<file path="src/fvc_pkg.sv">
`default_nettype none

package fvc_pkg;

  // Field widths of the item and result words.
  localparam int unsigned LEVEL_W  = 12;
  localparam int unsigned IR_W     = 8;
  localparam int unsigned SER_W    = 2;
  localparam int unsigned KEY_W    = 2;
  localparam int unsigned DELAY_W  = 6;
  localparam int unsigned SAFETY_W = 12;

  // Sensor resolution: only the low LEVEL_BITS bits of a sample are used (at most LEVEL_W, 12).
  localparam int unsigned LEVEL_BITS = 12;
  localparam logic [LEVEL_W-1:0] LEVEL_MASK = LEVEL_W'((33'd1 << LEVEL_BITS) - 33'd1);

  // Stream and configuration port widths.
  localparam int unsigned IN_DATA_W  = 24;
  localparam int unsigned OUT_DATA_W = 8;
  localparam int unsigned CFG_IDX_W  = 3;
  localparam int unsigned CFG_DATA_W = 12;

  typedef enum logic {
    OP_TICK = 1'b0,
    OP_CMD  = 1'b1
  } op_e;

  typedef enum logic [1:0] {
    STAT_FULL    = 2'd0,
    STAT_FILLING = 2'd1,
    STAT_IDLE    = 2'd2
  } status_e;

  typedef enum logic [CFG_IDX_W-1:0] {
    REG_FULL_TH    = 3'd0,
    REG_ALARM_TH   = 3'd1,
    REG_DELAY      = 3'd2,
    REG_SAFETY     = 3'd3,
    REG_KEY_PERIOD = 3'd4,
    REG_OPEN_CODE  = 3'd5,
    REG_CLOSE_CODE = 3'd6
  } reg_idx_e;

  localparam logic [SER_W-1:0] SER_OPEN  = 2'd1;
  localparam logic [SER_W-1:0] SER_CLOSE = 2'd2;
  localparam logic [IR_W-1:0]  IR_NONE   = 8'd0;

  typedef struct packed {
    logic [LEVEL_W-1:0]  full_th;
    logic [LEVEL_W-1:0]  alarm_th;
    logic [DELAY_W-1:0]  delay;
    logic [SAFETY_W-1:0] safety;
    logic [KEY_W-1:0]    key_period;
    logic [IR_W-1:0]     open_code;
    logic [IR_W-1:0]     close_code;
  } cfg_t;

  typedef struct packed {
    op_e                op;
    logic [SER_W-1:0]   serial_cmd;
    logic [IR_W-1:0]    ir_code;
    logic               key_pressed;
    logic [LEVEL_W-1:0] level;
  } item_t;

  typedef struct packed {
    logic [LEVEL_W-1:0]  level;
    logic                full;
    logic                valve;
    logic [KEY_W-1:0]    key_cnt;
    logic [DELAY_W-1:0]  delay_cnt;
    logic [SAFETY_W-1:0] safety_cnt;
  } state_t;

  // Packed so that valve_on lands in bit 0 of the result word.
  typedef struct packed {
    status_e status;
    logic    alarm;
    logic    tank_full;
    logic    valve_on;
  } result_t;

endpackage

`default_nettype wire

</file>
<file path="src/fvc_step.sv">
`default_nettype none

module fvc_step (
  input  fvc_pkg::cfg_t    cfg_i,
  input  fvc_pkg::state_t  state_i,
  input  fvc_pkg::item_t   item_i,
  output fvc_pkg::state_t  state_o,
  output fvc_pkg::result_t result_o
);
  import fvc_pkg::*;

  logic [LEVEL_W-1:0]  lvl;
  logic                full;
  logic [KEY_W-1:0]    key_inc;
  logic [DELAY_W-1:0]  delay_inc;
  logic [SAFETY_W-1:0] safety_inc;
  logic                open_req;
  logic                close_req;
  state_t              nxt;

  assign lvl  = item_i.level & LEVEL_MASK;
  assign full = lvl > cfg_i.full_th;

  assign open_req  = ((item_i.ir_code != IR_NONE) && (item_i.ir_code == cfg_i.open_code)) ||
                     (item_i.serial_cmd == SER_OPEN);
  assign close_req = ((item_i.ir_code != IR_NONE) && (item_i.ir_code == cfg_i.close_code)) ||
                     (item_i.serial_cmd == SER_CLOSE);

  always_comb begin
    nxt        = state_i;
    key_inc    = KEY_W'(state_i.key_cnt + 1'b1);
    delay_inc  = DELAY_W'(state_i.delay_cnt + 1'b1);
    safety_inc = '0;
    unique case (item_i.op)
      OP_TICK: begin
        nxt.level   = lvl;
        nxt.full    = full;
        nxt.key_cnt = key_inc;
        if (key_inc == cfg_i.key_period) begin
          nxt.key_cnt = '0;
          if (item_i.key_pressed && !full) begin
            nxt.valve = 1'b1;
          end
        end
        // The delay counter holds its value while the tank is not full.
        if (full) begin
          nxt.delay_cnt = delay_inc;
          if (delay_inc == cfg_i.delay) begin
            nxt.delay_cnt = '0;
            nxt.valve     = 1'b0;
          end
        end
        safety_inc = SAFETY_W'(state_i.safety_cnt + 1'b1);
        if (nxt.valve) begin
          nxt.safety_cnt = safety_inc;
          if (safety_inc == cfg_i.safety) begin
            nxt.safety_cnt = '0;
            nxt.valve      = 1'b0;
          end
        end
      end
      OP_CMD: begin
        if (open_req && !state_i.full) begin
          nxt.valve = 1'b1;
        end else if (close_req) begin
          nxt.valve      = 1'b0;
          nxt.safety_cnt = '0;
        end
      end
      default: begin
        nxt = state_i;
      end
    endcase
  end

  assign state_o = nxt;

  always_comb begin
    result_o.valve_on  = nxt.valve;
    result_o.tank_full = nxt.full;
    result_o.alarm     = nxt.full && (nxt.level > cfg_i.alarm_th);
    if (nxt.full) begin
      result_o.status = STAT_FULL;
    end else if (nxt.valve) begin
      result_o.status = STAT_FILLING;
    end else begin
      result_o.status = STAT_IDLE;
    end
  end

endmodule

`default_nettype wire

</file>
<file path="src/fill_valve_controller.sv">
// Fill valve controller.
// Input stream: one word per event. tuser selects the kind: a timer tick that
// carries a level sample and the fill key state, or a remote command that
// carries an infrared code and a serial command. Every word yields exactly one
// result word with the valve drive, the full flag, the alarm and a status code.
// Configuration registers (thresholds, delays, codes) are written through the
// cfg channel, which is always ready; write them only while no word is in flight.
// The word is captured in an input register, and the next state and the result
// are computed in one pass of compare-and-count logic into the result register.
// The result is registered: an accepted word passes the input register and then
// the result register. One word is accepted every cycle as long as the result
// side keeps up.
// When the receiver stalls, the result register holds its word, the input
// register holds one more, and s_axis_tready drops until the result is taken.
// Reset clears the valve (closed), the full flag, the stored level and all
// counters, and loads the default register values.
`default_nettype none

module fill_valve_controller (
  input  wire                              clk_i,
  input  wire                              rst_ni,
  // Configuration write channel.
  input  wire                              cfg_valid_i,
  output logic                             cfg_ready_o,
  input  wire [fvc_pkg::CFG_IDX_W-1:0]     cfg_index_i,
  input  wire [fvc_pkg::CFG_DATA_W-1:0]    cfg_data_i,
  // Input stream.
  input  wire                              s_axis_tvalid,
  output logic                             s_axis_tready,
  // tdata: level[11:0], key_pressed[12], ir_code[20:13], serial_cmd[22:21], zero[23]
  input  wire [fvc_pkg::IN_DATA_W-1:0]     s_axis_tdata,
  // tuser: op[0]
  input  wire                              s_axis_tuser,
  // Result stream.
  output logic                             m_axis_tvalid,
  input  wire                              m_axis_tready,
  // tdata: valve_on[0], tank_full[1], alarm[2], status[4:3], zero[7:5]
  output logic [fvc_pkg::OUT_DATA_W-1:0]   m_axis_tdata
);
  import fvc_pkg::*;

  cfg_t    cfg_q;
  state_t  state_q;
  state_t  state_d;
  item_t   item_q;
  item_t   item_in;
  logic    in_valid_q;
  result_t result_q;
  result_t result_d;
  logic    out_valid_q;
  logic    advance;
  logic    in_take;

  assign cfg_ready_o = 1'b1;

  always_ff @(posedge clk_i or negedge rst_ni) begin
    if (!rst_ni) begin
      cfg_q.full_th    <= 12'd2100;
      cfg_q.alarm_th   <= 12'd2500;
      cfg_q.delay      <= 6'd40;
      cfg_q.safety     <= 12'd2500;
      cfg_q.key_period <= 2'd2;
      cfg_q.open_code  <= 8'd71;
      cfg_q.close_code <= 8'd69;
    end else if (cfg_valid_i) begin
      unique case (cfg_index_i)
        REG_FULL_TH:    cfg_q.full_th    <= cfg_data_i[LEVEL_W-1:0];
        REG_ALARM_TH:   cfg_q.alarm_th   <= cfg_data_i[LEVEL_W-1:0];
        REG_DELAY:      cfg_q.delay      <= cfg_data_i[DELAY_W-1:0];
        REG_SAFETY:     cfg_q.safety     <= cfg_data_i[SAFETY_W-1:0];
        REG_KEY_PERIOD: cfg_q.key_period <= cfg_data_i[KEY_W-1:0];
        REG_OPEN_CODE:  cfg_q.open_code  <= cfg_data_i[IR_W-1:0];
        REG_CLOSE_CODE: cfg_q.close_code <= cfg_data_i[IR_W-1:0];
        default: begin
          cfg_q <= cfg_q;
        end
      endcase
    end
  end

  // The input register moves on whenever the result register is free or being drained.
  assign advance       = in_valid_q && (!out_valid_q || m_axis_tready);
  assign s_axis_tready = !in_valid_q || advance;
  assign in_take       = s_axis_tvalid && s_axis_tready;

  always_comb begin
    item_in.op          = op_e'(s_axis_tuser);
    item_in.level       = s_axis_tdata[11:0];
    item_in.key_pressed = s_axis_tdata[12];
    item_in.ir_code     = s_axis_tdata[20:13];
    item_in.serial_cmd  = s_axis_tdata[22:21];
  end

  always_ff @(posedge clk_i or negedge rst_ni) begin
    if (!rst_ni) begin
      in_valid_q <= 1'b0;
    end else if (s_axis_tready) begin
      in_valid_q <= s_axis_tvalid;
    end
  end

  always_ff @(posedge clk_i) begin
    if (in_take) begin
      item_q <= item_in;
    end
  end

  fvc_step u_step (
    .cfg_i    (cfg_q),
    .state_i  (state_q),
    .item_i   (item_q),
    .state_o  (state_d),
    .result_o (result_d)
  );

  always_ff @(posedge clk_i or negedge rst_ni) begin
    if (!rst_ni) begin
      state_q <= '0;
    end else if (advance) begin
      state_q <= state_d;
    end
  end

  always_ff @(posedge clk_i or negedge rst_ni) begin
    if (!rst_ni) begin
      out_valid_q <= 1'b0;
    end else if (advance) begin
      out_valid_q <= 1'b1;
    end else if (m_axis_tready) begin
      out_valid_q <= 1'b0;
    end
  end

  always_ff @(posedge clk_i) begin
    if (advance) begin
      result_q <= result_d;
    end
  end

  assign m_axis_tvalid = out_valid_q;
  assign m_axis_tdata  = {3'b000, result_q};

  // A full result always reports the full status, and only a full result does.
  a_status_full : assert property (@(posedge clk_i) disable iff (!rst_ni)
    out_valid_q |-> (result_q.tank_full == (result_q.status == STAT_FULL)))
    else $error("status and full flag disagree");

  // The alarm is only raised on a full tank.
  a_alarm_full : assert property (@(posedge clk_i) disable iff (!rst_ni)
    out_valid_q && result_q.alarm |-> result_q.tank_full)
    else $error("alarm without full flag");

  // A waiting word in the input register stays put while the result side is blocked.
  a_in_hold : assert property (@(posedge clk_i) disable iff (!rst_ni)
    in_valid_q && !advance |=> in_valid_q && $stable(item_q) && $stable(state_q))
    else $error("input word or state changed while blocked");

  // The state only moves together with a new result word.
  a_state_step : assert property (@(posedge clk_i) disable iff (!rst_ni)
    !advance |=> $stable(state_q))
    else $error("state changed without a word");

endmodule

`default_nettype wire
</file>
<file path="config.mk">
export PLATFORM = sky130hd
export DESIGN_NAME = fill_valve_controller
export DESIGN_NICKNAME = d
export VERILOG_FILES = /design/src/fvc_pkg.sv /design/src/fvc_step.sv /design/src/fill_valve_controller.sv
export SDC_FILE = /design/constraint.sdc
export NUM_CORES = 1
export LEC_CHECK = 0
export ABC_AREA = 1
export BUFFER_PORTS_ARGS = -buffer_cell sky130_fd_sc_hd__buf_4
export CAP_MARGIN = 20
export CORE_UTILIZATION = 50
export CTS_BUF_LIST = sky130_fd_sc_hd__clkbuf_4
export DETAILED_ROUTE_END_ITERATION = 16
export GPL_TIMING_DRIVEN = 0
export PLACE_DENSITY = 0.71
export SLEW_MARGIN = 10
export SYNTH_ARGS = -nofsm -noshare
export SYNTH_HDL_FRONTEND = slang
export SYNTH_SLANG_ARGS = --single-unit
</file>
<file path="constraint.sdc">
create_clock -name clk_i -period 1.9 [get_ports clk_i]
set_input_delay 0.19 -clock clk_i [delete_from_list [all_inputs] [get_ports clk_i]]
set_output_delay 0.19 -clock clk_i [all_outputs]
set_load 0.005 [all_outputs]
</file>
==> results of run 1 <==
flip-flops by register name (all words and copies together), names as in the netlist:
signal,flops
cfg_q,60
m_axis_tvalid,1
item_q,24
in_valid_q,1
m_axis_tdata,5
state_q,34
cell families (layout without fill, tap and decap cells):
kind of cell               count (synthesis)  after routing  share of synthesized area (%)
buffers and inverters                    119            251                           7.65
DFF                                      125            125                           51.0
AOI/OAI and AO/OA                        121            121                           9.75
xor gates and xnor gates                  25             25                           3.61
adders and majority gates                 26             26                           5.02
and+or+nand+nor                          340            340                           22.9
other                                      2              4                          0.116
area by class of cell:
type                            instances  share of cell area, %
Sequential cell                       125                   41.0
Clock inverter                         15                   1.69
Multi-Input combinational cell        516                   35.4
Tap cell                              172                   2.67
Timing Repair Buffer                  100                   10.8
Buffer                                 23                   2.24
Inverter                               96                   4.57
Clock buffer                           17                   1.58
layout by cell type (no fill, tap or decap), drive strengths merged:
cell,count
nand2,230
inv,102
o21ai,100
buf,73
dfrtp,72
nor2,48
nand3,42
dlygate4sd3,35
clkbuf,32
edfxtp,29
ha,26
dfstp,24
xor2,15
a21oi,13
xnor2,9
nand4,8
nand3b,8
clkinv,6
o22ai,4
conb,4
nor3,4
clkinvlp,2
o21a,1
o2111ai,1
o311a,1
xor3,1
o21bai,1
bufinv,1
timing repair:
action                                  4_1_cts  5_1_grt
buffers inserted                              7        5
resized for setup                            40       15
hold endpoints to repair                     76        0
endpoints found under the setup margin       36       26
cloned                                        2        0
pin swaps                                    21       12
hold buffers                                 35        0
report_power, final:
group          switching (mW)  internal [mW]
clock network            1.11          0.670
logic                    1.35           1.07
registers               0.350           3.36
total                    2.81           5.10
per-stage QoR:
stage / TNS (ns) / setup slack [ns] / std cells / utilization [%] / hold slack, ns
floorplan: -0.198 / -0.0280 / 760 / - / -0.106
global placement: -6.68 / -0.637 / 982 / 56.4 / 0.369
detailed placement: -7.94 / -0.704 / 983 / 56.6 / 0.223
CTS: -3.12 / -0.209 / 1059 / 63.2 / 0.0265
global route: -8.24 / -0.402 / 1064 / 63.8 / 0.0224
finish: -6.15 / -0.355 / 1064 / 63.8 / 0.0505
routing by layer:
layer / track usage [%] / wire, microns
met5: 0 / 0
met4: 12.3 / 480
met3: 5.81 / 682
met2: 43.4 / 7680
met1: 31.0 / 6820
path summary, 6_finish.rpt:
| kind | start | to | slack [ns] | cells after the start |
|---|---|---|---|---|
| max reg2reg | cfg_q[59] | m_axis_tdata[2] | -0.36 | 10 |
| min | cfg_data_i[7] | cfg_q[7] | 0.05 | 3 |
| min in group asynchronous | rst_ni | state_q[15] | 0.18 | 2 |
| max in group asynchronous | rst_ni | cfg_q[26] | 0.99 | 3 |
| max | cfg_q[59] | m_axis_tdata[2] | -0.36 | 10 |
| min reg2reg | cfg_q[42] | cfg_q[42] | 0.50 | 2 |
worst max-delay path, delay by kind of cell (launching register included):
family	cells	cell delay [ns]
DFF	1	0.56
adders and majority gates	1	0.27
AOI/OAI and AO/OA	2	0.45
and+or+nand+nor	5	0.62
buffers and inverters	2	0.20
==> results.py, run 1 <==
metrics = {
    "floorplanning": {
        "rows": 41,
        "initial_core_util_pct": 51.3,
        "fp.dieW_microns": 116,
        "ioPinCount": 56,
        "coreArea_sq_um": 12600,
        "die_height_microns": 116,
        "die_area_sq_um": 13400,
    },
    "logic_synthesis": {
        "yosysTopAreaCell": "dfrtp_1",
        "synthArstFlopShare_pct": 76.8,
        "synth_seq_area_share_pct": 51.0,
        "synth_area_sq_um": 6480,
        "synth_cells": 758,
        "yosysMostFrequentCell": "nand2_1",
        "yosysWarningCount": 0,
        "yosysTopAreaCellShare_pct": 27.8,
        "ys_types": 37,
        "ys_top_cells_by_count": "nand2_1, o21ai_0, inv_1",
        "ys_ff_latch": 125,
        "avgSynthCellArea_sq_um": 8.55,
        "synth_edf_count": 29,
        "yosys-top-cells-area": "dfrtp_1, edfxtp_1, nand2_1",
        "synthFlopType": "dfrtp_1",
    },
    "job": {
        "max-cap-violations": 0,
    },
    "route": {
        "drt_iter0_markers": 363,
        "firstDrtPassIters": 5,
        "wl_per_cell_microns": 14.7,
        "drtAntennaViolNets": 0,
        "drt-total-wl_microns": 15700,
        "drc": 0,
        "via_per_inst": 5.13,
        "vias": 5457,
    },
    "timing": {
        "setup_viol": 25,
        "relSlewSlack_pct": 36.9,
        "worst_slack_ns": -0.355,
        "rsz0062_at_grt": "true",
        "period_needed_ns": 2.26,
        "worst_pin_slew_ns": 0.946,
        "fin_crit_sh_pct": 119,
        "finClkSkew_ns": 0.0188,
        "fmax_mhz": 443,
        "hold_viol_final": 0,
        "slew_viol_final": 0,
    },
    "setup_path": {
        "critPathCaptureType": "flop",
        "critPathKind": "reg -> reg",
        "critPathArrivalTime_ns": 2.66,
        "crit_path_top_delay_cell": "dfstp_2",
        "crit_required_ns": 2.30,
        "crit_fanout": 4,
        "start_kind": "flop",
        "cpPeakStageDelay_ns": 0.56,
        "crit_chain": "inv_2, ha_4, nand4_1, nor2_2, nand2_2, nand3_2, nand2_4, buf_4, o21ai_4, o311a_1",
    },
    "clock_network": {
        "htreeDepth": 4,
        "worstSkewPairLatency_ns": 0.55,
        "clk_pin_slew_ns": 0.13,
        "cts_inserted_buffers": 17,
        "clock_sinks": 125,
        "clockRootBuffer": "clkbuf_4",
        "cts_tree": "built",
        "cts.path.max_buffers": 2,
    },
    "run_status": {
        "outcome": "complete, but fails checks",
        "violations": "negative setup slack",
    },
    "pwr": {
        "power.static_leakage_nw": 3.74,
        "powerDensity_nw_per_um2": 982,
        "ir_drop_uv": 793,
        "total_power_mw": 7.91,
    },
    "global_routing": {
        "grt_pass1_vias": 5408,
        "grt_max_degree": 58,
        "overflow": 0,
        "grt_pass1_wl_microns": 25700,
        "grt.total_usage_pct": 25.6,
        "antenna_found_initial": 0,
    },
    "cells_and_area": {
        "area_growth_pct": 24.3,
        "fin_nets": 950,
        "final_cell_area_sq_um": 8050,
        "n_antenna_cell": 0,
        "drive_above_1_share_pct": 23.2,
        "seq_area_sq_um": 3300,
        "filler_cell_count": 1029,
        "multi_input_area_sq_um": 2850,
    },
    "placement": {
        "dpl.hpwl_microns": 10700,
        "io_buffers": 50,
        "placed_area_sq_um": 7140,
        "place.gp.congestion": 0.827,
    },
    "worst_hold_path": {
        "hold_class": "in -> reg",
    },
}
Note: power is estimated with default switching activity, not from simulation.
==> inputs of run 2 (changes only) <==
--- a/config.mk
+++ b/config.mk
@@ -13,6 +13,7 @@
 export DETAILED_ROUTE_END_ITERATION = 16
 export GPL_TIMING_DRIVEN = 0
 export PLACE_DENSITY = 0.71
+export SETUP_SLACK_MARGIN = 0.1
 export SLEW_MARGIN = 10
 export SYNTH_ARGS = -nofsm -noshare
 export SYNTH_HDL_FRONTEND = slang
==> results.py, run 2 (synthesis results as in run 1) <==
metrics = {
    "timing": {
        "fmax_mhz": 474,
        "worst_pin_slew_ns": 0.546,
        "hold_viol_final": 0,
        "fin_crit_sh_pct": 111,
        "setup_viol": 24,
        "finClkSkew_ns": 0.0201,
        "finalSetupTns_ns": -3.47,
        "rsz0062_at_grt": "true",
        "slew_viol_final": 0,
        "worst_slack_ns": -0.212,
        "period_needed_ns": 2.11,
        "relSlewSlack_pct": 63.5,
    },
    "worst_hold_path": {
        "hold_class": "in -> reg",
    },
    "route": {
        "wl_met1_microns": 6810,
        "dr_wl_met2_microns": 7470,
        "drtAntennaViolNets": 0,
        "firstDrtPassIters": 7,
        "via_per_inst": 5.07,
        "drc": 0,
        "top_layer": "met4",
        "vias": 5378,
        "drt-total-wl_microns": 15300,
        "route.met3.wl_microns": 637,
        "drt_iter0_markers": 330,
        "wl_per_cell_microns": 14.4,
    },
    "placement": {
        "dp.cells": 983,
        "dpl.hpwl_microns": 10500,
        "io_buffers": 50,
        "place.gp.congestion": 0.832,
    },
    "clock_network": {
        "clock_sinks": 125,
        "cts.path.max_buffers": 2,
        "cts_inserted_buffers": 17,
        "clk_pin_slew_ns": 0.12,
        "clockRootBuffer": "clkbuf_4",
        "worstSkewPairLatency_ns": 0.54,
        "cts_tree": "built",
        "htreeDepth": 4,
    },
    "pwr": {
        "combPwrFrac_pct": 30.4,
        "p_int_mw": 5.41,
        "power.static_leakage_nw": 3.76,
        "powerDensity_nw_per_um2": 1010,
        "ir_drop_uv": 595,
        "switching_share_pct": 34.1,
        "p_clk_share_pct": 24.2,
        "seq_power_share_pct": 45.4,
        "power.switching_mw": 2.80,
    },
    "floorplanning": {
        "die_area_sq_um": 13400,
        "ioPinCount": 56,
        "fp.dieW_microns": 116,
        "initial_core_util_pct": 51.3,
        "die_height_microns": 116,
        "coreArea_sq_um": 12600,
        "rows": 41,
    },
    "cells_and_area": {
        "fin_nets": 946,
        "final_cells": 1060,
        "top_regs": "cfg_q: 60 flops, state_q: 34 flops, item_q: 24 flops",
        "drive_above_1_share_pct": 23.1,
        "largest_register_ffs": 60,
        "layout_commonest_cell": "nand2_1",
        "area_growth_pct": 25.3,
        "mostFrequentLayoutCells": "nand2_1, inv_1, o21ai_0",
        "top_register": "cfg_q",
        "n_antenna_cell": 0,
    },
    "setup_path": {
        "critPathCaptureType": "flop",
        "crit_required_ns": 2.28,
        "critPathKind": "reg -> reg",
        "crit_family": "flip-flops",
        "crit_path_top_delay_cell": "dfstp_2",
        "start_kind": "flop",
        "critPathArrivalTime_ns": 2.50,
        "cp_num_buf_inv": 2,
        "crit_chain": "inv_2, ha_4, nand4_1, nor2_2, nand2_1, nand3_2, nand2_4, buf_4, o21ai_4, o311a_1",
        "crit_fanout": 4,
        "cpPeakStageDelay_ns": 0.56,
    },
    "global_routing": {
        "grt_max_degree": 64,
        "grt_pass1_vias": 5478,
        "grt.total_usage_pct": 25.2,
        "antenna_found_initial": 0,
        "overflow": 0,
        "grt_pass1_wl_microns": 25600,
    },
    "job": {
        "max-cap-violations": 0,
    },
    "run_status": {
        "outcome": "complete, but fails checks",
        "violations": "negative setup slack",
    },
}
run 2: metrics by stage:
step                hold slack (ns)  instance area [sq um]  setup WS [ns]  power [mW]  util (%)
detailed placement            0.187                   7160         -0.485        5.83      56.7
global placement              0.369                   7130         -0.415        5.70      56.5
CTS                          0.0373                   8010         -0.177        8.07      63.5
global route                 0.0454                   8120         -0.370        8.75      64.3
floorplan                    -0.106                   6540         0.0203        5.20         -
finish                       0.0724                   8120         -0.212        8.21      64.3
run 2: tightest hold or removal path, stage by stage:
cell and delay (ns):
buf_4 0.08, inv_1 0.12, o21ai_0 0.19
run 2: final timing paths:
path / from / to / slack, ns / depth (start not counted)
worst min register to register: cfg_q[43] / cfg_q[43] / 0.50 / 2
max in group asynchronous: rst_ni / cfg_q[50] / 1.01 / 3
worst max register to register: cfg_q[59] / m_axis_tdata[2] / -0.21 / 10
min in group asynchronous: rst_ni / cfg_q[32] / 0.16 / 2
worst max-delay path: cfg_q[59] / m_axis_tdata[2] / -0.21 / 10
worst min-delay path: cfg_data_i[7] / cfg_q[55] / 0.07 / 3
run 2: layout make-up:
| class | count | area, sq um |
|---|---|---|
| plain buffers | 23 | 183 |
| clock buffers | 19 | 143 |
| clock inverters | 13 | 164 |
| fillers | 1036 | 4500 |
| inverters | 96 | 379 |
| multi-input cells | 516 | 2900 |
| flip-flops and latches | 125 | 3300 |
| well taps | 172 | 215 |
| repair buffers | 96 | 833 |
run 2: per-layer routing:
metal	global-route usage (%)	vias to the layer above
met2	42.3	131
li1	-	2678
met5	0	-
met3	5.33	32
met4	10.0	0
met1	32.0	2537
run 2: power groups by stage:
stage	logic (mW)	clock network, mW	registers [mW]
global route	2.82	2.14	3.79
finish	2.50	1.99	3.72
floorplan	1.53	0	3.67
detailed placement	2.06	0	3.78
global placement	1.94	0	3.75
CTS	2.34	2.02	3.71
run 2: what timing repair did:
item | 4_1_cts | 5_1_grt
pin swaps | 13 | 11
gates resized for setup | 42 | 22
setup endpoints to repair | 38 | 59
buffers inserted | 5 | 3
endpoints found under the hold margin | 70 | 0
cloned | 2 | 1
hold buffers | 34 | 0
